==> config.mk <==
export PLATFORM = sky130hd
export DESIGN_NAME = ght_ram
export DESIGN_NICKNAME = d
export VERILOG_FILES = /design/src/rtl/ght_ram.sv
export SDC_FILE = /design/constraint.sdc
export NUM_CORES = 1
export LEC_CHECK = 0
export CORE_UTILIZATION = 56
export CTS_CLUSTER_DIAMETER = 120
export DETAILED_ROUTE_END_ITERATION = 16
export DONT_BUFFER_PORTS = 1
export GPL_TIMING_DRIVEN = 0
export PLACE_DENSITY = 0.83
export SETUP_SLACK_MARGIN = 0.2
export SYNTH_ARGS = -nofsm -noshare
export SYNTH_HDL_FRONTEND = slang
export SYNTH_SLANG_ARGS = --single-unit
==> constraint.sdc <==
create_clock -name clk -period 1.9 [get_ports clk]
set_clock_uncertainty 0.1 [all_clocks]
set_input_delay 0.285 -clock clk [delete_from_list [all_inputs] [get_ports clk]]
set_output_delay 0.285 -clock clk [all_outputs]
set_load 0.005 [all_outputs]
==> src/rtl/ght_ram.sv <==
`default_nettype none
// Simple dual-port synchronous RAM, registered read data.
module ght_ram #(
  parameter int DATA_W = 8,
  parameter int ADDR_W = 4
) (
  input  wire logic              clk,
  input  wire logic              we,
  input  wire logic [ADDR_W-1:0] waddr,
  input  wire logic [DATA_W-1:0] wdata,
  input  wire logic [ADDR_W-1:0] raddr,
  output logic      [DATA_W-1:0] rdata
);

  logic [DATA_W-1:0] mem [2**ADDR_W];

  // Write port.
  always_ff @(posedge clk) begin
    if (we) begin
      mem[waddr] <= wdata;
    end
  end

  // Read port, registered read data.
  always_ff @(posedge clk) begin
    rdata <= mem[raddr];
  end

endmodule
`default_nettype wire

==> metrics.csv, run 1 <==
metric,value,unit
Ports,26,
Initial Utilization,0.5845,
area grow syn2layout,17.06,%
Fmax,0.6334,GHz
sequential element share of the synthesized area,0.7778,
Avg WL per Cell,27.94,um
Port Buffers,0,
most frequent cells after synthesis,"edfxtp_1, mux4_2, a22oi_1, mux4_1, nor2_1",
Post-Place Cells,337,
"top cells by area, synth","edfxtp_1, mux4_2, mux4_1, dfxtp_1, a22oi_1",
Sw Ratio,0.2044,
share of the synthesized area in the top cell type,0.7467,
num rows,34,
Worst Path Max Fanout,1,
Pleak,1.988,nW
Post-Syn Nets,247,
Fin. Hold Viols,0,
Comb pwr share,0.040,
max_slew headroom,0.1198,
largest area contributor in the netlist,edfxtp_1,
die area,0.009580,mm^2
clk buf depth,2,
CTS tree,built,
Power Dens Cells,1199,mW/mm^2
Final WS setup,321.2,ps
Final Setup Violations,0,
failing checks,DRC,
H-tree depth,4,
Resized cells post-CTS,0,
DRC,2,
total wire length,10.59,mm
Min-Delay Endpoint,mem[4][4]$_DFFE_PP_,
Final min period,1579,ps
cells on worst reg2reg path,3,
post-CTS setup repair buffer count,0,
Async SR Flop Fraction,0,
Ant. Diodes,0,
Crit. End Element,flip-flop,
critical path launch point,mem[0][0]$_DFFE_PP_,
register bit total from synthesis,136,
post-route ant nets,0,
Net Switching,1.476,mW
Tot GR Track Use,0.2500,
Least-Margin Pin Slew,1310,ps
number of flops mapped to enable cells by yosys,128,
initial antenna violation count,0,
share of cells above drive strength 1,0.2251,
r2r startpoint,mem[0][0]$_DFFE_PP_,
die span in x,97.88,um
Worst-Skew Late Latency,530,ps
routed vias/inst,6.549,
critical path type,flip-flop to flip-flop,
R2R setup slack,320,ps
drt pass-1 iters,11,
hold_sp,waddr[0],
post-synthesis cell type count,19,
DR iter-0 viols,284,
largest net degree at the start of global routing,17,
detailed placement HPWL,6.187,mm
crit share post-route,0.8309,
cells after synthesis,229,
Startpoint Class,flip-flop,
# clock sinks,136,
DIE HEIGHT,97.88,um
synthesized area per cell,22.48,um^2
Pint,5.748,mW
Ys Warns,0,
vias in the first global route,2589,
maxcap violations,0,
total core area,0.008806,mm^2
Final Max Tran Viols,0,
Power Total,7.225,mW
Worst Hold Class,input port to flip-flop,
global-route wire length before repair,16.13,mm
clock network power share,0.492,
hold path cells,1,
RR Endpoint,rdata[0]$_DFF_P_,
Mapped Area,0.005147,mm^2
TritonCTS buffer count,17,
clock root cell,clkbuf_8,
Worst EP required,2210,ps
RSZ-0062 raised after global routing,false,
Nets,276,
DP Worst Slack,-124.2,ps
grt ovf,0,
Max IR drop VDD,0.9533,mV
"Reg clk slew, reported paths",70,ps
worst path arrival time,1890,ps
"Cell Count, Final, Fillers Out",379,
"Top FF cell, synth",edfxtp_1,
sequential share of power,0.468,
routed vias,2482,
status,"complete, but fails checks",
RePlAce Congestion,0.7365,
most common cell in the synthesized netlist,edfxtp_1,
metrics by stage:
step / util / hold slack (ps) / cell area [um^2] / setup TNS [ps]
after floorplan: - / 283.9 / 5152 / 0
after global placement: 0.6005 / 284.6 / 5288 / -1621
after detailed placement: 0.6005 / 284.5 / 5288 / -3201
after CTS: 0.6843 / 14.07 / 6026 / 0
after global routing: 0.6843 / 4.710 / 6026 / 0
final: 0.6843 / 12.34 / 6026 / 0
placed cells by master (no fill, tap or decap):
cell type        Yosys  layout
or3b_2               1       1
mux4_2              18      18
nor2_1              13      13
edfxtp_1           128     128
dlygate4sd3_1        0      10
clkinv_1             0       1
nor3_1               4       3
mux4_1              14      14
clkbuf_16            0      16
inv_8                0       1
clkdlybuf4s25_2      3       3
and2b_1              1       1
buf_6                3       3
buf_2                3       3
bufinv_16            0       5
inv_6                0       1
nand3b_1             2       2
clkinv_4             0       2
clkbuf_8             0       1
clkinv_2             0       2
dfxtp_1              8       8
nand3_1              1       1
nor2b_1              1       1
nand2_1              9       9
buf_4                1       1
nor3_2               0       1
nand2b_1             2       2
a22oi_1             16      16
and2_1               1       1
clkinvlp_4           0       3
logic make-up after synthesis:
family / after synthesis / synth area share
AO/OA/AOI/OAI: 16 / 0.02334
buffers and inverters: 10 / 0.01677
flip-flops: 136 / 0.7778
multiplexers: 32 / 0.1502
AND/OR/NAND/NOR: 35 / 0.03184
power groups by stage:
stage	sequential, mW	clock (mW)	combinational, mW
final	3.38	3.56	0.290
after global routing	3.38	3.71	0.305
after floorplan	3.43	0	0.171
after global placement	3.43	0	0.221
after CTS	3.38	3.57	0.287
after detailed placement	3.44	0	0.227
worst max path at each step:
| stage | cells after the start | end | slack [ps] |
|---|---|---|---|
| 2_1_floorplan | 2 | mem[3][0]$_DFFE_PP_ | 250 |
| 3_3_place_gp | 2 | mem[8][2]$_DFFE_PP_ | -100 |
| 3_5_place_dp | 2 | mem[8][2]$_DFFE_PP_ | -120 |
| 4_1_cts | 3 | rdata[0]$_DFF_P_ | 350 |
| 5_1_grt | 3 | rdata[0]$_DFF_P_ | 290 |
| 6_report | 3 | rdata[0]$_DFF_P_ | 320 |
worst max-delay path, stage by stage (launching register included):
cell and delay (ps):
edfxtp_1 410, mux4_1 530, a22oi_1 300, nand2_1 110
cell type report:
class                           count  area (um^2)
Fill cell                         520         2780
Sequential cell                   136         4004
Timing Repair Buffer               10        100.1
Multi-Input combinational cell     83         1062
Clock inverter                     15        224.0
Buffer                             10        86.33
Tap cell                          108        135.1
Clock buffer                       17        414.1
state kept, by name, indices dropped and copies added (netlist names):
signal / flops
mem: 128
rdata: 8
per-layer routing:
layer	share of wire	vias to the layer above	track usage
met3	0.077	22	0.07373
met1	0.41	1301	0.3351
met2	0.49	128	0.3792
met4	0.027	0	0.1259
li1	-	1031	-
met5	0	-	0
repair_timing:
| item | 4_1_cts | 5_1_grt |
|---|---|---|
| hold buffers | 10 | 0 |
| hold endpoints to repair | 136 | 0 |
| endpoints found under the setup margin | 0 | 0 |
Note: power is estimated with default switching activity, not from simulation.
==> run 2: changes to the inputs <==
--- a/config.mk
+++ b/config.mk
@@ -10,7 +10,7 @@
 export DETAILED_ROUTE_END_ITERATION = 16
 export DONT_BUFFER_PORTS = 1
 export GPL_TIMING_DRIVEN = 0
-export PLACE_DENSITY = 0.83
+export PLACE_DENSITY = 0.8
 export SETUP_SLACK_MARGIN = 0.2
 export SYNTH_ARGS = -nofsm -noshare
 export SYNTH_HDL_FRONTEND = slang
==> constraint.sdc (replaced) <==
create_clock -name clk -period 1.64 [get_ports clk]
set_clock_uncertainty 0.1 [all_clocks]
set_input_delay 0.246 -clock clk [delete_from_list [all_inputs] [get_ports clk]]
set_output_delay 0.246 -clock clk [all_outputs]
set_load 0.005 [all_outputs]
==> metrics.csv, run 2 (synthesis results as in run 1) <==
metric,value,unit,change
largest net degree at the start of global routing,17,,unchanged
Area after DPL,0.005326,mm^2,was 0.005288 mm^2
Fin Hold WS,-145.4,ps,was 12.34 ps
total wire length,9.894,mm,was 10.59 mm
Final Setup Violations,0,,unchanged
Worst Path Max Fanout,1,,unchanged
share of cells above drive strength 1,0.2687,,was 0.2251
hold path cells,1,,unchanged
most frequent cells in the layout,"edfxtp_1, mux4_2, clkbuf_16",,"was edfxtp_1, mux4_2, a22oi_1, clkbuf_16, mux4_1"
routed vias/inst,6.402,,was 6.549
Power Dens Cells,1330,mW/mm^2,was 1199 mW/mm^2
Final Max Tran Viols,0,,unchanged
clock root cell,clkbuf_8,,unchanged
R2R setup slack,220,ps,was 320 ps
maxcap violations,0,,unchanged
Tot GR Track Use,0.2242,,was 0.2500
Port Buffers,0,,unchanged
Startpoint Class,flip-flop,,unchanged
cells on worst reg2reg path,3,,unchanged
Final WS setup,216.5,ps,was 321.2 ps
Crit. End Element,flip-flop,,unchanged
H-tree depth,4,,unchanged
RSZ-0062 raised after global routing,true,,was false
die area,0.009580,mm^2,unchanged
TritonCTS buffer count,17,,unchanged
number of flip-flops in the largest register,128,,unchanged
max_slew headroom,0.4418,,was 0.1198
Worst EP required,1930,ps,was 2210 ps
Worst-Skew Late Latency,520,ps,was 530 ps
Fin. Hold Viols,32,,was 0
DR iter-0 viols,268,,was 284
Top reg by flops,mem,,unchanged
initial antenna violation count,0,,unchanged
total core area,0.008806,mm^2,unchanged
vias in the first global route,2430,,was 2589
Ports,26,,unchanged
worst path arrival time,1710,ps,was 1890 ps
grt ovf,0,,unchanged
drt pass-1 iters,11,,unchanged
Max IR drop VDD,0.6893,mV,was 0.9533 mV
RePlAce Congestion,0.7074,,was 0.7365
# clock sinks,136,,unchanged
Pleak,1.957,nW,was 1.988 nW
Worst Hold Class,input port to flip-flop,,unchanged
Initial Utilization,0.5845,,unchanged
"Reg clk slew, reported paths",60,ps,was 70 ps
Ant. Diodes,0,,unchanged
DP Worst Slack,-95.32,ps,was -124.2 ps
DRC,3,,was 2
Least-Margin Pin Slew,834.2,ps,was 1310 ps
global-route wire length before repair,14.55,mm,was 16.13 mm
clk buf depth,2,,unchanged
die span in x,97.88,um,unchanged
critical path type,flip-flop to flip-flop,,unchanged
num rows,34,,unchanged
failing checks,"DRC, hold timing",,was DRC
status,"complete, but fails checks",,unchanged
post-route ant nets,0,,unchanged
final design area excluding fillers,0.006023,mm^2,was 0.006026 mm^2
Finished Core Util,0.6840,,was 0.6843
area grow syn2layout,17.02,%,was 17.06%
detailed placement HPWL,5.777,mm,was 6.187 mm
post-CTS setup repair buffer count,0,,unchanged
Nets,275,,was 276
DIE HEIGHT,97.88,um,unchanged
routed vias,2407,,was 2482
crit share post-route,0.8680,,was 0.8309
"most common cell after layout, fill and taps aside",edfxtp_1,,unchanged
Final min period,1423,ps,was 1579 ps
Fmax,0.7025,GHz,was 0.6334 GHz
hold buffers post-CTS,9,,was 10
Largest regs,"mem: 128 flops, rdata: 8 flops",,unchanged
Avg WL per Cell,26.31,um,was 27.94 um
CTS tree,built,,unchanged
==> run 2: cell types whose count changed in the layout (fill, tap and decap cells not counted), moves of 3 or more <==
cell     previous run  this run
mux4_2             18        21
a22oi_1            16         8
a22oi_2             0         8
nor3_1              3         0
nor2_1             13        10
nor2_2              0         3
mux4_1             14        11
==> run 2: repair_timing <==
action / CTS / global route
endpoints found under the setup margin: 5 / 7
pin swaps: 0 / 3
gates resized for setup: 6 / 5
endpoints found under the hold margin: 162 / 32
==> run 2: metrics by stage <==
stage	setup TNS (ps)	total power [mW]	hold slack [ps]	cells
4_1_cts	0	8.026	-160.9	376
5_1_grt	0	8.207	-166.6	376
6_report	0	8.012	-145.4	376
3_3_place_gp	-473.5	4.243	245.7	337
2_1_floorplan	0	4.180	244.9	229
3_5_place_dp	-698.0	4.254	245.4	337
==> run 2: report_power, final <==
part | internal [mW] | switching (mW)
Combinational | 0.151 | 0.198
Clock | 2.43 | 1.32
Sequential | 3.89 | 0.0256
Total | 6.47 | 1.55
==> run 2: final timing paths <==
| path | from | end |
|---|---|---|
| worst min-delay path | waddr[1] | mem[0][6]$_DFFE_PP_ |
| worst min register to register | mem[11][2]$_DFFE_PP_ | rdata[2]$_DFF_P_ |
| worst max register to register | mem[0][0]$_DFFE_PP_ | rdata[0]$_DFF_P_ |
| worst max-delay path | mem[0][0]$_DFFE_PP_ | rdata[0]$_DFF_P_ |
==> run 2: layer usage <==
| layer | GRT usage | vias up | routed length (um) |
|---|---|---|---|
| met4 | 0.08625 | 0 | 116 |
| met2 | 0.3478 | 128 | 5055 |
| met1 | 0.2931 | 1240 | 3924 |
| li1 | - | 1027 | - |
| met5 | 0 | - | 0 |
| met3 | 0.08232 | 12 | 797 |
==> run 2: final cells by class <==
class                           count  area (um^2)
Clock inverter                     11        156.4
Clock buffer                       19        421.7
Sequential cell                   136         4004
Fill cell                         511         2783
Multi-Input combinational cell     83         1122
Buffer                             10        93.84
Timing Repair Buffer                9        90.09
Tap cell                          108        135.1
==> run 2: worst max-delay path: stages, from the launching register on <==
cell	delay (ps)
edfxtp_1	390
mux4_2	480
a22oi_2	220
nand2_1	100
==> run 3: changes to the inputs <==
--- a/config.mk
+++ b/config.mk
@@ -5,12 +5,14 @@
 export SDC_FILE = /design/constraint.sdc
 export NUM_CORES = 1
 export LEC_CHECK = 0
-export CORE_UTILIZATION = 56
+export CELL_PAD_IN_SITES_DETAIL_PLACEMENT = 1
+export CELL_PAD_IN_SITES_GLOBAL_PLACEMENT = 1
+export CORE_UTILIZATION = 55
 export CTS_CLUSTER_DIAMETER = 120
 export DETAILED_ROUTE_END_ITERATION = 16
 export DONT_BUFFER_PORTS = 1
 export GPL_TIMING_DRIVEN = 0
-export PLACE_DENSITY = 0.8
+export PLACE_DENSITY = 0.87
 export SETUP_SLACK_MARGIN = 0.2
 export SYNTH_ARGS = -nofsm -noshare
 export SYNTH_HDL_FRONTEND = slang
==> metrics.csv, run 3 (synthesis results as in run 1) <==
metric,value,unit,change
area grow syn2layout,16.21,%,was 17.02%
DR iter-0 viols,263,,was 268
"Critical Path, Cell by Cell",mux4_1 > a22oi_2 > nand2_1,,was mux4_2 > a22oi_2 > nand2_1
CP top delay family,multiplexers,,unchanged
WL met2,5.695,mm,was 5.055 mm
Worst Hold Class,input port to flip-flop,,unchanged
Largest regs,"mem: 128 flops, rdata: 8 flops",,unchanged
max incr delay on CP,580,ps,was 480 ps
Final min period,1504,ps,was 1423 ps
crit share post-route,0.9172,,was 0.8680
num rows,34,,unchanged
share of cells above drive strength 1,0.2751,,was 0.2687
Worst EP required,1930,ps,about the same
critical path type,flip-flop to flip-flop,,unchanged
fillers,698,,was 511
number of flip-flops in the largest register,128,,unchanged
total core area,0.008891,mm^2,was 0.008806 mm^2
status,"complete, but fails checks",,unchanged
"Max stage delay cell, worst path",mux4_1,,was mux4_2
cells on worst reg2reg path,3,,unchanged
routed vias,2532,,was 2407
Tot GR Track Use,0.2604,,was 0.2242
Comb pwr share,0.045,,was 0.044
initial antenna violation count,0,,unchanged
R2R setup slack,140,ps,was 220 ps
Nets,275,,unchanged
Avg WL per Cell,30.84,um,was 26.31 um
Max IR drop VDD,0.7268,mV,was 0.6893 mV
# clock sinks,136,,unchanged
post-route ant nets,0,,unchanged
"Cell Count, Final, Fillers Out",377,,was 376
drt pass-1 iters,4,,was 11
H-tree depth,4,,unchanged
Sw Ratio,0.2018,,was 0.1929
Ant. Diodes,0,,unchanged
grt ovf,0,,unchanged
CTS tree,built,,unchanged
"Reg clk slew, reported paths",70,ps,was 60 ps
Fin. Hold Viols,32,,unchanged
RePlAce Congestion,0.6845,,was 0.7074
Crit path depth,3,,unchanged
Startpoint Class,flip-flop,,unchanged
Max Used Layer,met4,,unchanged
die area,0.009750,mm^2,was 0.009580 mm^2
clk buf depth,2,,unchanged
Worst Path Buf+Inv,0,,unchanged
vias in the first global route,2594,,was 2430
worst path arrival time,1800,ps,was 1710 ps
Final WS setup,135.8,ps,was 216.5 ps
"most common cell after layout, fill and taps aside",edfxtp_1,,unchanged
Initial Utilization,0.5789,,was 0.5845
routed vias/inst,6.716,,was 6.402
die span in x,98.74,um,was 97.88 um
detailed placement HPWL,6.809,mm,was 5.777 mm
Final Setup Violations,0,,unchanged
Fin Hold WS,-138.9,ps,was -145.4 ps
Ports,26,,unchanged
Final Max Tran Viols,0,,unchanged
Top reg by flops,mem,,unchanged
Min-Delay Endpoint,mem[0][7]$_DFFE_PP_,,was mem[0][6]$_DFFE_PP_
hold buffers post-CTS,9,,unchanged
hold path cells,1,,unchanged
global-route wire length before repair,16.94,mm,was 14.55 mm
DP Worst Slack,-123.0,ps,was -95.32 ps
Net Switching,1.600,mW,was 1.545 mW
metal3 WL,665,um,was 797 um
Least-Margin Pin Slew,844.9,ps,was 834.2 ps
Pint,6.329,mW,was 6.467 mW
maxcap violations,0,,unchanged
RSZ-0062 raised after global routing,true,,unchanged
Pleak,1.937,nW,was 1.957 nW
DRC,0,,was 3
RR Endpoint,rdata[0]$_DFF_P_,,unchanged
Port Buffers,0,,unchanged
Power Dens Cells,1326,mW/mm^2,was 1330 mW/mm^2
total wire length,11.63,mm,was 9.894 mm
Worst-Skew Late Latency,520,ps,about the same
Worst Path Max Fanout,1,,unchanged
largest net degree at the start of global routing,17,,unchanged
failing checks,hold timing,,"was DRC, hold timing"
Crit. End Element,flip-flop,,unchanged
hold_sp,waddr[1],,unchanged
sequential share of power,0.494,,was 0.489
clock root cell,clkbuf_8,,unchanged
most frequent cells in the layout,"edfxtp_1, mux4_2, clkbuf_16",,unchanged
clock network power share,0.460,,was 0.468
wire length on met1,4.946,mm,was 3.924 mm
Fmax,0.6648,GHz,was 0.7025 GHz
Post-Place Cells,337,,unchanged
DIE HEIGHT,98.74,um,was 97.88 um
r2r startpoint,mem[5][0]$_DFFE_PP_,,was mem[0][0]$_DFFE_PP_
max_slew headroom,0.4346,,was 0.4418
TritonCTS buffer count,17,,unchanged
## run 3: layer usage
layer / vias up / track usage
li1: 1023 / -
met1: 1346 / 0.3619
met2: 138 / 0.4185
met3: 25 / 0.04823
met4: 0 / 0.09644
met5: - / 0
## run 3: per-stage QoR
stage          setup TNS [ps]  power, mW  utilization  hold slack (ps)  area (um^2)
2_1_floorplan               0      4.180            -            244.9         5191
3_3_place_gp           -503.1      4.244       0.5991            245.7         5326
3_5_place_dp            -2056      4.263       0.5991            245.5         5326
4_1_cts                     0      7.950       0.6749           -155.1         6001
5_1_grt                     0      8.103       0.6728           -149.2         5982
6_report                    0      7.929       0.6728           -138.9         5982
## run 3: power by group through the flow
stage,clock network [mW],registers (mW),logic (mW)
after floorplan,0,3.98,0.204
after global placement,0,3.98,0.265
after detailed placement,0,3.99,0.273
after CTS,3.67,3.92,0.357
after global routing,3.80,3.92,0.382
final,3.65,3.92,0.360
## run 3: area by class of cell
cell class	instances	area [um^2]	share of cell area
Sequential cell	136	4004	0.6693
Multi-Input combinational cell	83	1101	0.1841
Clock buffer	21	429.2	0.07174
Tap cell	108	135.1	0.02259
Clock inverter	10	128.9	0.02154
Buffer	10	93.84	0.01569
Timing Repair Buffer	9	90.09	0.01506
## run 3: worst max path at each step
stage                                   start          endpoint  slack (ps)
after global routing      mem[2][0]$_DFFE_PP_  rdata[0]$_DFF_P_         120
after floorplan                      raddr[0]  rdata[1]$_DFF_P_         160
final                     mem[5][0]$_DFFE_PP_  rdata[0]$_DFF_P_         140
after detailed placement             raddr[0]  rdata[0]$_DFF_P_        -120
after CTS                 mem[5][0]$_DFFE_PP_  rdata[0]$_DFF_P_         160
after global placement               raddr[0]  rdata[0]$_DFF_P_        -110
## run 3: what timing repair did
| action | in CTS | in global routing |
|---|---|---|
| endpoints found under the hold margin | 161 | 32 |
| resized for setup | 7 | 5 |
| setup buffers | 0 | 0 |
| endpoints found under the setup margin | 6 | 8 |
| pin swaps | 2 | 3 |
