### config.mk
export PLATFORM = sky130hd
export DESIGN_NAME = ght_ctrl_flat
export DESIGN_NICKNAME = d
export VERILOG_FILES = /design/src/rtl/ght_pkg.sv /design/src/rtl/ght_if.sv /design/src/rtl/ght_ctrl.sv /design/src/flat_wrapper.sv
export SDC_FILE = /design/constraint.sdc
export NUM_CORES = 1
export LEC_CHECK = 0
export BUFFER_PORTS_ARGS = -buffer_cell sky130_fd_sc_hd__buf_2
export CELL_PAD_IN_SITES_DETAIL_PLACEMENT = 0
export CELL_PAD_IN_SITES_GLOBAL_PLACEMENT = 1
export CORE_MARGIN = 5
export CORE_UTILIZATION = 41
export CTS_CLUSTER_SIZE = 10
export DETAILED_ROUTE_END_ITERATION = 7
export PLACE_DENSITY = 0.9
export REMOVE_ABC_BUFFERS = 1
export SLEW_MARGIN = 20
export SYNTH_ARGS = -nofsm -noshare
export SYNTH_HDL_FRONTEND = slang
export SYNTH_SLANG_ARGS = --single-unit
export TNS_END_PERCENT = 1
### constraint.sdc
create_clock -name clk -period 9.6 [get_ports clk]
set_input_delay 0.48 -clock clk [delete_from_list [all_inputs] [get_ports clk]]
set_output_delay 0.48 -clock clk [all_outputs]
set_load 0.02 [all_outputs]
### src/rtl/ght_pkg.sv
`default_nettype none
package ght_pkg;

  // Table geometry.
  localparam int SLOTS        = 128;
  localparam int GEN_BITS     = 16;
  localparam int PAYLOAD_BITS = 32;
  localparam int IDX_W        = $clog2(SLOTS);
  localparam int CNT_W        = $clog2(SLOTS + 1);

  // Operation codes carried by the op field.
  typedef enum logic [1:0] {
    OP_ALLOC  = 2'd0,
    OP_FREE   = 2'd1,
    OP_LOOKUP = 2'd2
  } op_t;

  // Result status codes.
  typedef enum logic [1:0] {
    ST_OK      = 2'd0,
    ST_INVALID = 2'd1,
    ST_FULL    = 2'd2,
    ST_NULL    = 2'd3
  } status_t;

  // Controller sequence states.
  typedef enum logic [1:0] {
    S_IDLE = 2'd0,
    S_POP  = 2'd1,
    S_EXEC = 2'd2
  } state_t;

  // One slot memory word.
  typedef struct packed {
    logic [GEN_BITS-1:0]     gen;
    logic                    busy;
    logic [PAYLOAD_BITS-1:0] payload;
  } slot_entry_t;

  localparam int SLOT_W = $bits(slot_entry_t);

endpackage
`default_nettype wire

### src/rtl/ght_if.sv
`default_nettype none
// Request channel.
interface ght_in_if;
  logic                             valid;
  logic                             ready;
  logic [1:0]                       op;
  logic [ght_pkg::IDX_W-1:0]        handle_index;
  logic [ght_pkg::GEN_BITS-1:0]     handle_generation;
  logic [ght_pkg::PAYLOAD_BITS-1:0] payload;

  modport source (output valid, op, handle_index, handle_generation, payload,
                  input ready);
  modport sink   (input valid, op, handle_index, handle_generation, payload,
                  output ready);
endinterface

// Result channel.
interface ght_out_if;
  logic                             valid;
  logic                             ready;
  logic [1:0]                       status;
  logic [ght_pkg::IDX_W-1:0]        out_index;
  logic [ght_pkg::GEN_BITS-1:0]     out_generation;
  logic [ght_pkg::PAYLOAD_BITS-1:0] payload_out;
  logic [ght_pkg::CNT_W-1:0]        live_count;

  modport source (output valid, status, out_index, out_generation, payload_out,
                  live_count, input ready);
  modport sink   (input valid, status, out_index, out_generation, payload_out,
                  live_count, output ready);
endinterface
`default_nettype wire

### src/rtl/ght_ctrl.sv
`default_nettype none
// Operation sequencer: reads the free stack and slot memories, decides the
// result, writes the memories back and holds the result register.
module ght_ctrl (
  input  wire logic                     clk,
  input  wire logic                     rst_n,
  ght_in_if.sink                        in_chan,
  ght_out_if.source                     out_chan,
  // Slot memory.
  output logic                          sl_we,
  output logic [ght_pkg::IDX_W-1:0]     sl_waddr,
  output ght_pkg::slot_entry_t          sl_wdata,
  output logic [ght_pkg::IDX_W-1:0]     sl_raddr,
  input  wire ght_pkg::slot_entry_t     sl_rdata,
  // Free stack memory.
  output logic                          stk_we,
  output logic [ght_pkg::IDX_W-1:0]     stk_waddr,
  output logic [ght_pkg::IDX_W-1:0]     stk_wdata,
  output logic [ght_pkg::IDX_W-1:0]     stk_raddr,
  input  wire logic [ght_pkg::IDX_W-1:0] stk_rdata
);

  ght_pkg::state_t                  state_r, state_nxt;
  logic [1:0]                       op_r;
  logic [ght_pkg::GEN_BITS-1:0]     hgen_r;
  logic [ght_pkg::PAYLOAD_BITS-1:0] pay_r;
  logic [ght_pkg::IDX_W-1:0]        slot_r, slot_nxt;
  logic [ght_pkg::CNT_W-1:0]        fd_r, fd_nxt;
  logic [ght_pkg::CNT_W-1:0]        hw_r, hw_nxt;
  logic [ght_pkg::CNT_W-1:0]        busy_r, busy_nxt;

  logic                             out_valid_r;
  logic [1:0]                       status_r, status_nxt;
  logic [ght_pkg::IDX_W-1:0]        oidx_r, oidx_nxt;
  logic [ght_pkg::GEN_BITS-1:0]     ogen_r, ogen_nxt;
  logic [ght_pkg::PAYLOAD_BITS-1:0] opay_r, opay_nxt;

  logic                             accept;
  logic                             commit;
  logic                             in_range;
  logic                             handle_ok;
  logic                             table_full;
  logic                             from_stack;
  logic [ght_pkg::GEN_BITS-1:0]     gen_old;
  logic [ght_pkg::GEN_BITS-1:0]     gen_inc;
  logic [ght_pkg::GEN_BITS-1:0]     gen_new;

  assign accept = in_chan.valid && in_chan.ready;
  assign commit = (state_r == ght_pkg::S_EXEC) && (!out_valid_r || out_chan.ready);

  assign in_chan.ready = (state_r == ght_pkg::S_IDLE);

  // Checks on the slot word returned for slot_r. Entries at or above the
  // high-water mark were never written and read as generation zero, not busy.
  assign in_range   = ({1'b0, slot_r} < hw_r);
  assign handle_ok  = (hgen_r != '0) && in_range && sl_rdata.busy &&
                      (sl_rdata.gen == hgen_r);
  assign table_full = (fd_r == '0) && (hw_r >= ght_pkg::CNT_W'(ght_pkg::SLOTS));
  assign from_stack = (fd_r != '0);
  assign gen_old    = in_range ? sl_rdata.gen : '0;
  assign gen_inc    = gen_old + ght_pkg::GEN_BITS'(1);
  assign gen_new    = (gen_inc == '0) ? ght_pkg::GEN_BITS'(1) : gen_inc;

  // Memory read addresses.
  assign stk_raddr = ght_pkg::IDX_W'(fd_r - ght_pkg::CNT_W'(1));
  always_comb begin
    case (state_r)
      ght_pkg::S_IDLE: begin
        sl_raddr = (in_chan.op == ght_pkg::OP_ALLOC) ? ght_pkg::IDX_W'(hw_r)
                                                     : in_chan.handle_index;
      end
      ght_pkg::S_POP:  sl_raddr = stk_rdata;
      default:         sl_raddr = slot_r;
    endcase
  end

  // Sequencing, result decision and write-back.
  always_comb begin
    state_nxt  = state_r;
    slot_nxt   = slot_r;
    fd_nxt     = fd_r;
    hw_nxt     = hw_r;
    busy_nxt   = busy_r;
    status_nxt = status_r;
    oidx_nxt   = oidx_r;
    ogen_nxt   = ogen_r;
    opay_nxt   = opay_r;
    sl_we      = 1'b0;
    sl_waddr   = slot_r;
    sl_wdata   = sl_rdata;
    stk_we     = 1'b0;
    stk_waddr  = ght_pkg::IDX_W'(fd_r);
    stk_wdata  = slot_r;

    case (state_r)
      ght_pkg::S_IDLE: begin
        if (accept) begin
          slot_nxt = sl_raddr;
          if ((in_chan.op == ght_pkg::OP_ALLOC) && (in_chan.payload != '0) &&
              from_stack) begin
            state_nxt = ght_pkg::S_POP;
          end else begin
            state_nxt = ght_pkg::S_EXEC;
          end
        end
      end
      ght_pkg::S_POP: begin
        slot_nxt  = stk_rdata;
        state_nxt = ght_pkg::S_EXEC;
      end
      ght_pkg::S_EXEC: begin
        if (commit) begin
          state_nxt  = ght_pkg::S_IDLE;
          status_nxt = ght_pkg::ST_INVALID;
          oidx_nxt   = '0;
          ogen_nxt   = '0;
          opay_nxt   = '0;
          case (op_r)
            ght_pkg::OP_ALLOC: begin
              if (pay_r == '0) begin
                status_nxt = ght_pkg::ST_NULL;
              end else if (table_full) begin
                status_nxt = ght_pkg::ST_FULL;
              end else begin
                if (from_stack) begin
                  fd_nxt = fd_r - ght_pkg::CNT_W'(1);
                end else begin
                  hw_nxt = hw_r + ght_pkg::CNT_W'(1);
                end
                sl_we            = 1'b1;
                sl_wdata.gen     = gen_new;
                sl_wdata.busy    = 1'b1;
                sl_wdata.payload = pay_r;
                busy_nxt         = busy_r + ght_pkg::CNT_W'(1);
                status_nxt       = ght_pkg::ST_OK;
                oidx_nxt         = slot_r;
                ogen_nxt         = gen_new;
              end
            end
            ght_pkg::OP_FREE: begin
              if (handle_ok && (fd_r < ght_pkg::CNT_W'(ght_pkg::SLOTS))) begin
                sl_we            = 1'b1;
                sl_wdata.gen     = sl_rdata.gen;
                sl_wdata.busy    = 1'b0;
                sl_wdata.payload = '0;
                stk_we           = 1'b1;
                fd_nxt           = fd_r + ght_pkg::CNT_W'(1);
                if (busy_r != '0) begin
                  busy_nxt = busy_r - ght_pkg::CNT_W'(1);
                end
                status_nxt = ght_pkg::ST_OK;
              end
            end
            ght_pkg::OP_LOOKUP: begin
              if (handle_ok) begin
                status_nxt = ght_pkg::ST_OK;
                opay_nxt   = sl_rdata.payload;
              end
            end
            default: begin
              status_nxt = ght_pkg::ST_INVALID;
            end
          endcase
        end
      end
      default: begin
        state_nxt = ght_pkg::S_IDLE;
      end
    endcase
  end

  // Control state.
  always_ff @(posedge clk) begin
    if (!rst_n) begin
      state_r     <= ght_pkg::S_IDLE;
      fd_r        <= '0;
      hw_r        <= '0;
      busy_r      <= '0;
      out_valid_r <= 1'b0;
    end else begin
      state_r <= state_nxt;
      fd_r    <= fd_nxt;
      hw_r    <= hw_nxt;
      busy_r  <= busy_nxt;
      if (commit) begin
        out_valid_r <= 1'b1;
      end else if (out_chan.ready) begin
        out_valid_r <= 1'b0;
      end
    end
  end

  // Request and result payload registers.
  always_ff @(posedge clk) begin
    if (accept) begin
      op_r   <= in_chan.op;
      hgen_r <= in_chan.handle_generation;
      pay_r  <= in_chan.payload;
    end
    slot_r   <= slot_nxt;
    status_r <= status_nxt;
    oidx_r   <= oidx_nxt;
    ogen_r   <= ogen_nxt;
    opay_r   <= opay_nxt;
  end

  assign out_chan.valid          = out_valid_r;
  assign out_chan.status         = status_r;
  assign out_chan.out_index      = oidx_r;
  assign out_chan.out_generation = ogen_r;
  assign out_chan.payload_out    = opay_r;
  assign out_chan.live_count     = busy_r;

  // Every index below the high-water mark is either in use or on the free stack.
  a_slot_balance: assert property (@(posedge clk) disable iff (!rst_n)
    ({1'b0, fd_r} + {1'b0, busy_r}) == {1'b0, hw_r})
    else $error("free stack depth plus live count differs from high-water mark");

  // The high-water mark never moves back.
  a_hw_monotonic: assert property (@(posedge clk) disable iff (!rst_n)
    1'b1 |=> hw_r >= $past(hw_r))
    else $error("high-water mark decreased");

  // A committed operation always presents a result in the next cycle.
  a_commit_result: assert property (@(posedge clk) disable iff (!rst_n)
    commit |=> out_valid_r)
    else $error("result register not loaded after commit");

  // Memories are only written when an operation commits.
  a_write_commit: assert property (@(posedge clk) disable iff (!rst_n)
    (sl_we || stk_we) |-> commit)
    else $error("memory written outside a commit");

endmodule
`default_nettype wire
### src/flat_wrapper.sv
// flat-port wrapper written by rule: the top's interface ports become plain ports
module ght_ctrl_flat 
  (clk, rst_n, sl_we, sl_waddr, sl_wdata, sl_raddr, sl_rdata, stk_we, stk_waddr, stk_wdata, stk_raddr, stk_rdata, in_chan_valid, in_chan_op, in_chan_handle_index, in_chan_handle_generation, in_chan_payload, in_chan_ready, out_chan_valid, out_chan_status, out_chan_out_index, out_chan_out_generation, out_chan_payload_out, out_chan_live_count, out_chan_ready);
  ght_in_if in_chan_i ();
  ght_out_if out_chan_i ();
  input  wire logic clk;
  input  wire logic rst_n;
  output logic sl_we;
  output logic [ght_pkg::IDX_W-1:0] sl_waddr;
  output ght_pkg::slot_entry_t sl_wdata;
  output logic [ght_pkg::IDX_W-1:0] sl_raddr;
  input  wire ght_pkg::slot_entry_t sl_rdata;
  output logic stk_we;
  output logic [ght_pkg::IDX_W-1:0] stk_waddr;
  output logic [ght_pkg::IDX_W-1:0] stk_wdata;
  output logic [ght_pkg::IDX_W-1:0] stk_raddr;
  input  wire logic [ght_pkg::IDX_W-1:0] stk_rdata;
  input wire logic [$bits(in_chan_i.valid)-1:0] in_chan_valid;
  input wire logic [$bits(in_chan_i.op)-1:0] in_chan_op;
  input wire logic [$bits(in_chan_i.handle_index)-1:0] in_chan_handle_index;
  input wire logic [$bits(in_chan_i.handle_generation)-1:0] in_chan_handle_generation;
  input wire logic [$bits(in_chan_i.payload)-1:0] in_chan_payload;
  output wire logic [$bits(in_chan_i.ready)-1:0] in_chan_ready;
  output wire logic [$bits(out_chan_i.valid)-1:0] out_chan_valid;
  output wire logic [$bits(out_chan_i.status)-1:0] out_chan_status;
  output wire logic [$bits(out_chan_i.out_index)-1:0] out_chan_out_index;
  output wire logic [$bits(out_chan_i.out_generation)-1:0] out_chan_out_generation;
  output wire logic [$bits(out_chan_i.payload_out)-1:0] out_chan_payload_out;
  output wire logic [$bits(out_chan_i.live_count)-1:0] out_chan_live_count;
  input wire logic [$bits(out_chan_i.ready)-1:0] out_chan_ready;
  assign in_chan_i.valid = in_chan_valid;
  assign in_chan_i.op = in_chan_op;
  assign in_chan_i.handle_index = in_chan_handle_index;
  assign in_chan_i.handle_generation = in_chan_handle_generation;
  assign in_chan_i.payload = in_chan_payload;
  assign in_chan_ready = in_chan_i.ready;
  assign out_chan_valid = out_chan_i.valid;
  assign out_chan_status = out_chan_i.status;
  assign out_chan_out_index = out_chan_i.out_index;
  assign out_chan_out_generation = out_chan_i.out_generation;
  assign out_chan_payload_out = out_chan_i.payload_out;
  assign out_chan_live_count = out_chan_i.live_count;
  assign out_chan_i.ready = out_chan_ready;
  ght_ctrl u_core (.clk(clk), .rst_n(rst_n), .in_chan(in_chan_i), .out_chan(out_chan_i), .sl_we(sl_we), .sl_waddr(sl_waddr), .sl_wdata(sl_wdata), .sl_raddr(sl_raddr), .sl_rdata(sl_rdata), .stk_we(stk_we), .stk_waddr(stk_waddr), .stk_wdata(stk_wdata), .stk_raddr(stk_raddr), .stk_rdata(stk_rdata));
endmodule
==> results of run 1 <==
cells in the mapped netlist, types with 2 or more instances:
cell,instances
dfxtp_1,27
or4_1,4
nor3_1,17
nand2_1,115
nor4_1,33
or3_1,9
xnor2_1,19
buf_4,15
nor2_1,48
a21oi_1,38
nor3b_1,2
a211oi_1,3
nand2b_1,14
a31oi_1,4
inv_1,22
and2_1,40
o211ai_1,9
o21ai_1,4
buf_2,7
mux2i_1,7
a2111o_1,3
o21ai_0,80
o31ai_1,10
o21a_1,3
clkbuf_1,43
o21bai_1,2
ha_1,18
and4_1,4
o22ai_1,3
a21o_1,3
o41a_1,2
o41ai_1,7
edfxtp_1,114
nand3_1,19
xor2_1,25
and3_1,10
nand4_1,8
how the worst max path moves through the flow:
stage	startpoint	end	depth (start not counted)	slack [ns]
4_1_cts	u_core.sl_waddr[5]	sl_wdata[33]	13	4.25
6_report	u_core.sl_waddr[5]	sl_wdata[33]	13	4.26
2_1_floorplan	u_core.sl_waddr[5]	sl_wdata[0]	6	4.39
3_3_place_gp	u_core.sl_waddr[5]	sl_wdata[33]	13	4.88
3_5_place_dp	u_core.sl_waddr[5]	sl_wdata[33]	13	4.76
5_1_grt	u_core.sl_waddr[5]	sl_wdata[33]	13	3.90
layout by cell type (no fill, tap or decap), drive strengths merged, types with 4 or more instances in the layout:
cell type / netlist / layout
o31ai: 10 / 10
and4: 4 / 4
or4: 4 / 4
clkbuf: 43 / 17
inv: 23 / 30
o21ai: 84 / 84
nand2: 115 / 115
buf: 24 / 275
nand2b: 14 / 14
nor2: 48 / 48
nor3: 17 / 17
xnor2: 19 / 19
o211ai: 9 / 9
ha: 18 / 18
or3: 9 / 9
o41ai: 7 / 7
nor4: 35 / 35
xor2: 25 / 25
and2: 40 / 40
clkinv: 1 / 6
dfxtp: 27 / 27
a21oi: 38 / 38
nand4: 9 / 9
edfxtp: 114 / 114
a31oi: 4 / 4
mux2i: 7 / 7
and3: 10 / 10
nand3: 20 / 20
worst max-delay path, cell delays in order, from the launching register on:
cell and delay, ns:
edfxtp_1 0.45, ha_1 0.33, a211oi_1 0.31, a2bb2oi_1 0.25
o21a_1 0.43, and2_1 0.21, ha_1 0.26, nand3_2 0.28
nor4_4 0.48, nand3_1 0.12, a2111o_1 0.42, a2111o_1 0.42
a31oi_1 0.25, buf_2 0.21
layout make-up:
class,count,share of cell area (%)
clock buffers,17,4.337
flip-flops and latches,141,40.41
multi-input cells,585,35.86
inverters,24,0.9185
well taps,234,2.985
clock inverters,15,1.301
repair buffers,275,14.19
state kept, by name, summed over array words and instances, names as in the netlist:
register / flops
u_core.op_r: 2
u_core.sl_waddr: 7
u_core.out_chan.payload_out: 32
u_core.pay_r: 32
u_core.hgen_r: 16
u_core.out_chan.valid: 1
u_core.out_chan.out_generation: 16
u_core.fd_r: 8
u_core.hw_r: 8
u_core.out_chan.status: 2
u_core.state_r: 2
u_core.out_chan.out_index: 7
u_core.out_chan.live_count: 8
per-layer routing:
metal	share of wire [%]	up-vias	global-route usage [%]	wire (um)
met5	0	-	0	0
met4	2.7	0	8.222	645
met3	6.6	44	5.058	1599
met2	49	249	36.21	11870
met1	42	3255	27.69	10080
li1	-	3415	-	-
stage by stage:
step | utilization, % | instance area, um^2
after floorplan | - | 7540
after global placement | 49.31 | 9255
after detailed placement | 49.31 | 9255
after CTS | 52.26 | 9808
after global routing | 52.26 | 9808
final | 52.26 | 9808
logic make-up after synthesis:
| logic type | synth area share [%] |
|---|---|
| AND/OR/NAND/NOR | 21.65 |
| multiplexers | 0.8910 |
| flip-flops | 50.41 |
| XOR/XNOR | 4.901 |
| AO/OA/AOI/OAI | 13.76 |
| buffers and inverters | 5.266 |
| adder cells (fa/ha/maj) | 3.119 |
report_power, final:
part	internal, mW	switching, mW
clock	0.338	0.286
combinational	0.0740	0.147
sequential	0.693	0.0167
total	1.11	0.450
==> impl_results.md, run 1 <==
- Antenna Violating Nets Remaining: 0
- Nets: 1180
- MaxCap Viol Count: 0
- Remaining routing DRC violations: 0
- Placer Congestion: 0.8815
- Inserted Clock Buffers: 17
- Routed len/inst: 18.74 um
- WS Path Type: flop to output pin
- Worst clock skew: 0.008589 ns
- Die area: 22050 um^2
- Die X: 148.5 um
- Final setup margin: 4.263 ns
- Crit path required time: 9.12 ns
- R2R depth: 12
- Antenna violations before repair: 0
- GRT Util Overall: 21.78%
- Setup repair bufs after CTS: 0
- Area contributors post-synth: edfxtp_1 (44%), dfxtp_1 (6.9%), nand2_1 (5.5%), o21ai_0 (5.1%), and2_1 (3.2%)
- Largest fanout on the critical path: 12
- Std-Cell Core Area: 18770 um^2
- First-pass GRT wire length: 37.49 mm
- IO Pins: 270
- Hold Buf Count CTS: 0
- Worst flop-to-flop path startpoint: u_core.sl_waddr[5]
- Pre-CTS WS: 4.757 ns
- Most used DFF post-synth: edfxtp_1
- Fillcell total: 1782
- Total Wirelength: 24.19 mm
- Library cells used by synthesis: 63
- Hold Path Stages: 1
- Post-layout total power: 1.555 mW
- Fin crit period: 5.337 ns
- Status: completed
- Multi-input logic area: 3517 um^2
- Clock-pin slew on the worst setup and hold paths: 0.06 ns
- Slew Viols, Final: 0
- Cells after synthesis: 817
- Top cell type's share of synthesized area: 43.53%
- Reg-to-reg endpoint: u_core.out_chan.out_generation[1]
- Leak: 3.915 nW
- Hold Slack: 0.2282 ns
- Grt ovf: 0
- RSZ-0062 raised after global routing: false
- Post-synthesis sequential area ratio: 50.41%
- Maximum clock path buffer count: 2
- Post_cts resized: 0
- Skew-Pair Late Insertion Delay: 0.43 ns
- Die Ht: 148.5 um
- Root Buffer: clkbuf_16
- Hold endpoint: u_core.hgen_r[14]
- Number of DRC violations after detailed-routing iteration 0: 523
- Hold WC Path Type: primary input to flop
- Dpl hpwl: 18.41 mm
- Total Neg Setup Slack: 0 ns
- Yosys warning count: 0
- VDD IR max: 0.0001141 V
- Final non-filler cell total: 1291
- Max Fclk: 187.4 MHz
- Fin crit share: 55.60%
- IO Port Bufs: 269
- TritonCTS clock tree: yes
- Clock sinks: 141
- Hold path start: in_chan_handle_generation[14]
- Final setup fails: 0
- H-tree levels: 4
- Vias in the first global route: 6664
- Relative slew margins: 28.97%
- Via count: 6963
- Initial core utilization: 41.90%
- Number of iterations in the first detailed-routing pass: 5
- Syn Area/Cell: 9.625 um^2
- Worst Path Arrival: 4.86 ns
- Layout cells sized above 1: 30.46%
- Tightest Pin Transition: 1.052 ns
- Final Hold Viols: 0
- Critical Path Start Type: flop
- Vias/cell: 5.393
- Mapped cell area: 7864 um^2
- Placed insts: 1259
- Post-synth EDFFs: 114
- Cell Rows: 50
- Reg2reg setup slack: 5.18 ns
- Register area: 3964 um^2
- Synthesized flop and latch total: 141
- Area Growth Syn to Fin: 24.73%
- Ys async rst share: 0%
- Diode count: 0
- Area leader, netlist: edfxtp_1
- Crit end category: output pin
- Power Dens Cells: 158.6 nW/um^2
- Pin count of the biggest net entering global routing: 58
(Power assumes the default switching activity.)
==> run 2: changes to the inputs <==
Settings changed: ABC_AREA from default to 1, CORE_UTILIZATION 41 to 37, PLACE_DENSITY 0.9 to 0.84.
Clock period 9.6 ns to 5.3 ns, I/O delays scaled along.
==> impl_results.md, run 2 <==
- Cells after synthesis: 915 (+12%)
- Crit-path cells: ha_1 > a21oi_1 > nor2_1 > nor2_2 > nand2_2 > nor2_1 > ha_1 > nand4_1 > nor2_2 > nand2_1 > inv_1 > nand3_1 > nand2_1 > nand2_1 > nor2_1 > nand3_1 > nand2_1 > nand2_1 > nand2_1 > buf_2
- Most used DFF post-synth: edfxtp_1
- Largest fanout on the critical path: 13 (+1)
- Hold WC Path Type: primary input to flop
- H-tree levels: 4 (unchanged)
- Worst clock skew: 0.01147 ns (+0.002884 ns)
- First-pass GRT wire length: 37.45 mm (-0.11%)
- Inserted Clock Buffers: 17 (unchanged)
- Crit end category: output pin
- Status: completed
- Cell Rows: 53 (+6.0%)
- Yosys warning count: 0 (unchanged)
- Number of iterations in the first detailed-routing pass: 5 (unchanged)
- MaxCap Viol Count: 0 (unchanged)
- Synthesized flop and latch total: 141 (unchanged)
- Post-synthesis sequential area ratio: 51.07% (+0.67 points)
- Library cells used by synthesis: 40 (-37%)
- Mapped cell area: 7761 um^2 (-1.3%)
- Post-route cell area: 9942 um^2 (+1.4%)
- Slowest cell delay on critical path: 0.44 ns (-0.04 ns)
- Hold Slack: 0.01987 ns (-0.2083 ns)
- TritonCTS clock tree: yes
- WS Path Type: flop to output pin
- Pin count of the biggest net entering global routing: 59 (+1.7%)
- Routed len/inst: 16.86 um (-10%)
- GRT Util Overall: 19.94% (-1.8 points)
- Root Buffer: clkbuf_16
- Slew Viols, Final: 0 (unchanged)
- IO Port Bufs: 269 (unchanged)
- Top cell type's share of synthesized area: 44.11% (+0.58 points)
- Layout cells sized above 1: 27.80% (-2.7 points)
- VDD IR max: 0.0002034 V (+78%)
- Leak: 4.448 nW (+14%)
- Max Fclk: 227.1 MHz
- Placer Congestion: 0.8768 (-0.53%)
- Final Core Density: 47.75% (-4.5 points)
- Critical path's slowest cell: edfxtp_1
- Final Hold Viols: 0 (unchanged)
- Fin crit share: 83.10%
- Commonest non-fill, non-tap cells in the layout: buf_2 (269), nand2_1 (154), nor2_1 (134)
- Crit path required time: 5.04 ns (-4.08 ns)
- Vias in the first global route: 6871 (+3.1%)
- Ys async rst share: 0% (unchanged)
- Fin crit period: 4.404 ns
- Post-synth EDFFs: 114 (unchanged)
- Nets: 1310 (+11%)
- Commonest non-fill, non-tap cell in the layout: buf_2
- Number of DRC violations after detailed-routing iteration 0: 420 (-20%)
- Std-Cell Core Area: 20820 um^2 (+11%)
- Most common cell in the netlist: nand2_1
- Maximum clock path buffer count: 2 (unchanged)
- IO Pins: 270 (unchanged)
- Area Growth Syn to Fin: 28.10%
- Antenna Violating Nets Remaining: 0 (unchanged)
- Die Ht: 154.8 um (+4.3%)
- Grt ovf: 0 (unchanged)
- Initial core utilization: 37.27% (-4.6 points)
- Area contributors post-synth: edfxtp_1 (44%), nand2_1 (7.4%), dfxtp_1 (7.0%), nor2_1 (6.6%), inv_1 (5.9%)
- Power Dens Cells: 312.6 nW/um^2 (+97%)
- Area leader, netlist: edfxtp_1
- Critical Path Start Type: flop
- Final setup fails: 0 (unchanged)
- Antenna violations before repair: 1 (+1)
- Total Neg Setup Slack: 0 ns (unchanged)
- Clock sinks: 141 (unchanged)
- Relative slew margins: 33.19% (+4.2 points)
- Die X: 154.8 um (+4.3%)
- Via count: 7158 (+2.8%)
- Syn Area/Cell: 8.482 um^2 (-12%)
- Dpl hpwl: 19.38 mm (+5.2%)
- Most used cell along the critical path: nand2_1
- Clock-pin slew on the worst setup and hold paths: 0.07 ns (about the same)
- Die area: 23970 um^2 (+8.7%)
- Total Wirelength: 24.67 mm (+2.0%)
- Setup repair bufs after CTS: 0 (unchanged)
- Synth top cells by count: nand2_1 (154), nor2_1 (136), inv_1 (123)
- Post-DP Area: 9305 um^2 (+0.54%)
- Vias/cell: 4.893 (-9.3%)
- Worst Path Arrival: 4.14 ns (-0.72 ns)
- Remaining routing DRC violations: 0 (unchanged)
- Tightest Pin Transition: 0.9984 ns (-0.05337 ns)
- RSZ-0062 raised after global routing: false
- Skew-Pair Late Insertion Delay: 0.42 ns (about the same)
==> run 2: worst paths after layout <==
check	start	end	slack, ns	depth (start not counted)
min	in_chan_handle_generation[7]	u_core.hgen_r[7]	0.02	1
min reg2reg	u_core.fd_r[6]	u_core.fd_r[6]	0.50	2
max reg2reg	u_core.sl_waddr[5]	u_core.out_chan.out_generation[1]	1.54	18
max	u_core.sl_waddr[5]	sl_wdata[33]	0.90	20
==> run 2: layout make-up <==
class	count	area, um^2
antenna	1	2.502
clock buffer	17	425.4
clock inverter	15	178.9
fill	2067	10880
inverter	131	491.7
multi-input combinational	605	3114
sequential	141	3964
tap	275	344.1
timing repair buffer	278	1421
==> run 2: repair_timing <==
action / in CTS / in global routing
hold buffers: 3 / 0
endpoints found under the hold margin: 3 / 0
resized for setup: 0 / 0
==> run 2: report_power, final <==
group / switching, mW / internal [mW] / leakage, nW
Combinational: 0.399 / 0.180 / 2.85
Sequential: 0.0370 / 1.27 / 1.32
Clock: 0.546 / 0.673 / 0.285
Total: 0.982 / 2.13 / 4.45
==> run 2: through the flow <==
step	cells	total power, mW	setup slack (ns)
2_1_floorplan	877	1.680	-0.9622
3_3_place_gp	1427	1.913	1.532
3_5_place_dp	1427	1.915	1.405
4_1_cts	1462	3.137	0.9340
5_1_grt	1463	3.246	0.5764
6_report	1463	3.108	0.8959
==> run 2: critical path, delay by kind of cell (launching register included) <==
| family | cells | cell delay [ns] |
|---|---|---|
| flops | 1 | 0.44 |
| compound gates | 1 | 0.14 |
| buf+inv | 2 | 0.25 |
| simple gates | 15 | 2.32 |
| fa+ha+maj | 2 | 0.58 |
==> run 2: logic make-up (layout without fill, tap and decap cells) <==
kind of cell / after synthesis / in the layout / share of synthesized area (%)
xor+xnor: 27 / 27 / 3.047
fa+ha+maj: 19 / 19 / 3.160
buf+inv: 169 / 441 / 9.060
simple gates: 403 / 403 / 22.60
compound gates: 156 / 156 / 11.06
flops: 141 / 141 / 51.07
other cells: 0 / 1 / 0
==> run 2: per-layer routing <==
metal | global-route usage [%] | wire, um | vias to the layer above
met5 | 0 | 0 | -
met4 | 5.719 | 367 | 0
met3 | 3.917 | 1602 | 22
met2 | 32.88 | 11730 | 248
met1 | 26.79 | 10970 | 3295
li1 | - | - | 3593
==> run 3: changes to the inputs <==
Settings changed: CORE_UTILIZATION 37 to 33, PLACE_DENSITY 0.84 to 0.8.
Clock period 5.3 ns to 3.83 ns, I/O delays scaled along.
==> impl_results.md, run 3 (synthesized netlist as in run 2, its figures left out) <==
- Status: completed
- Vias in the first global route: 7148 (+4.0%)
- Fin crit period: 3.645 ns
- Met1 Wirelength: 11.92 mm (+8.7%)
- Slowest cell delay on critical path: 0.44 ns (about the same)
- Total Neg Setup Slack: 0 ns (unchanged)
- Clock-pin slew on the worst setup and hold paths: 0.07 ns (about the same)
- Max Fclk: 274.4 MHz
- MaxCap Viol Count: 0 (unchanged)
- Nets: 1375 (+5.0%)
- Diode count: 0 (-1)
- Inserted Clock Buffers: 17 (unchanged)
- Crit end category: output pin
- Tightest Pin Transition: 0.9209 ns (-0.07747 ns)
- Worst Path Arrival: 3.45 ns (-0.69 ns)
- Most used cell along the critical path: nand2_1
- Commonest non-fill, non-tap cell in the layout: buf_2
- Routed len/inst: 16.52 um (-2.0%)
- Critical path's slowest cell: edfxtp_1
- Die area: 26690 um^2 (+11%)
- Slew Viols, Final: 0 (unchanged)
- Critical Path Start Type: flop
- Dpl hpwl: 19.64 mm (+1.4%)
- Layout cells sized above 1: 28.51% (+0.71 points)
- VDD IR max: 0.0002108 V (+3.6%)
- Hold WC Path Type: primary input to flop
- Grt ovf: 0 (unchanged)
- Antenna Violating Nets Remaining: 0 (unchanged)
- Final setup margin: 0.1855 ns (-0.7104 ns)
- Area Growth Syn to Fin: 36.95%
- Number of iterations in the first detailed-routing pass: 5 (unchanged)
- Die Ht: 163.4 um (+5.5%)
- Vias/cell: 4.728 (-3.4%)
- Final Hold Viols: 0 (unchanged)
- H-tree levels: 4 (unchanged)
- Placer Congestion: 0.9155 (+4.4%)
- First-pass GRT wire length: 39.22 mm (+4.7%)
- Remaining routing DRC violations: 0 (unchanged)
- Crit-path cells: ha_1 > a21oi_1 > nor2_1 > nor2_2 > buf_4 > inv_1 > a21oi_4 > nand2_1 > nor2_1 > nand2_1 > inv_1 > nand3_1 > nand2_1 > nand2_1 > nor2_2 > nand3_2 > nand2_1 > nand2_1 > nand2_1 > buf_2
- IO Pins: 270 (unchanged)
- IO Port Bufs: 269 (unchanged)
- GRT Util Overall: 18.86% (-1.1 points)
- Worst clock skew: 0.01333 ns (+0.001859 ns)
- Skew-Pair Late Insertion Delay: 0.43 ns (about the same)
- DR WL met2: 11.91 mm (+1.5%)
- Crit path required time: 3.64 ns (-1.40 ns)
- Total Wirelength: 25.95 mm (+5.2%)
- TritonCTS clock tree: yes
- Largest fanout on the critical path: 12 (-1)
- WL met3: 1.661 mm (+3.7%)
- Number of DRC violations after detailed-routing iteration 0: 474 (+13%)
- WS Path Type: flop to output pin
- Commonest non-fill, non-tap cells in the layout: buf_2 (269), nand2_1 (152), nor2_1 (128)
- Cell Rows: 56 (+5.7%)
- Power Dens Cells: 408.5 nW/um^2 (+31%)
- Pin count of the biggest net entering global routing: 58 (-1.7%)
- Pre-CTS WS: 0.2834 ns (-1.122 ns)
- Via count: 7427 (+3.8%)
- RSZ-0062 raised after global routing: true
- Initial core utilization: 33.26% (-4.0 points)
- Final setup fails: 0 (unchanged)
- Die X: 163.4 um (+5.5%)
- Relative slew margins: 38.60% (+5.4 points)
- Root Buffer: clkbuf_16
- Antenna violations before repair: 0 (-1)
- Final Core Density: 45.55% (-2.2 points)
- Hold Slack: 0.06497 ns (+0.04510 ns)
- Leak: 4.717 nW (+6.0%)
- Clock sinks: 141 (unchanged)
- Fin crit share: 95.16%
- Max Used Layer: met4
- Std-Cell Core Area: 23330 um^2 (+12%)
- Maximum clock path buffer count: 2 (unchanged)
-- run 3: cell count changes in the layout (fill, tap and decap cells not counted), moves of 2 or more --
cell and delta:
nand2_1 -2, buf_4 +17, nor2_4 +5, nor2_1 -6, dlygate4sd3_1 +47
-- run 3: area by class of cell --
cell class | count | area (um^2)
Multi-Input combinational cell | 606 | 3178
Clock inverter | 15 | 151.4
Inverter | 131 | 491.7
Fill cell | 2318 | 12700
Clock buffer | 17 | 425.4
Tap cell | 319 | 399.1
Timing Repair Buffer | 342 | 2019
Sequential cell | 141 | 3964
-- run 3: timing repair --
action                                  4_1_cts  5_1_grt
endpoints found under the setup margin        2       12
hold endpoints to repair                     50        0
setup buffers                                 2       12
pin swaps                                     1        1
cloned                                        0        1
gates resized for setup                       3       11
hold buffers                                 50        0
-- run 3: path summary, 6_finish.rpt --
path | start | end | slack (ns) | cells after the start
worst max-delay path | u_core.sl_waddr[5] | sl_wdata[33] | 0.19 | 20
worst min-delay path | in_chan_valid | u_core.state_r[1] | 0.06 | 3
worst min register to register | u_core.fd_r[6] | u_core.fd_r[6] | 0.49 | 2
worst max register to register | u_core.sl_waddr[5] | u_core.out_chan.payload_out[2] | 0.65 | 11
-- run 3: power breakdown --
group          switching, mW  leakage, nW  internal [mW]
combinational          0.585         3.13          0.307
sequential            0.0497         1.32           1.76
clock                  0.776        0.269          0.864
-- run 3: metal layers --
metal | vias up | track usage (%)
met5 | - | 0
met4 | 0 | 5.986
met3 | 27 | 4.391
met2 | 242 | 29.91
met1 | 3441 | 25.65
li1 | 3717 | -
-- run 3: critical path: cells and delay by family (launching register included) --
kind	cells	cell delay (ns)
flip-flops	1	0.44
AO/OA/AOI/OAI	2	0.40
AND/OR/NAND/NOR	13	1.25
buffers and inverters	4	0.63
adder cells (fa/ha/maj)	1	0.34
-- run 3: stage by stage --
step	power [mW]	instances	area, um^2
floorplan	2.325	877	7550
global placement	2.653	1474	9383
detailed placement	2.659	1474	9385
CTS	4.347	1558	10490
global route	4.539	1571	10630
finish	4.342	1571	10630
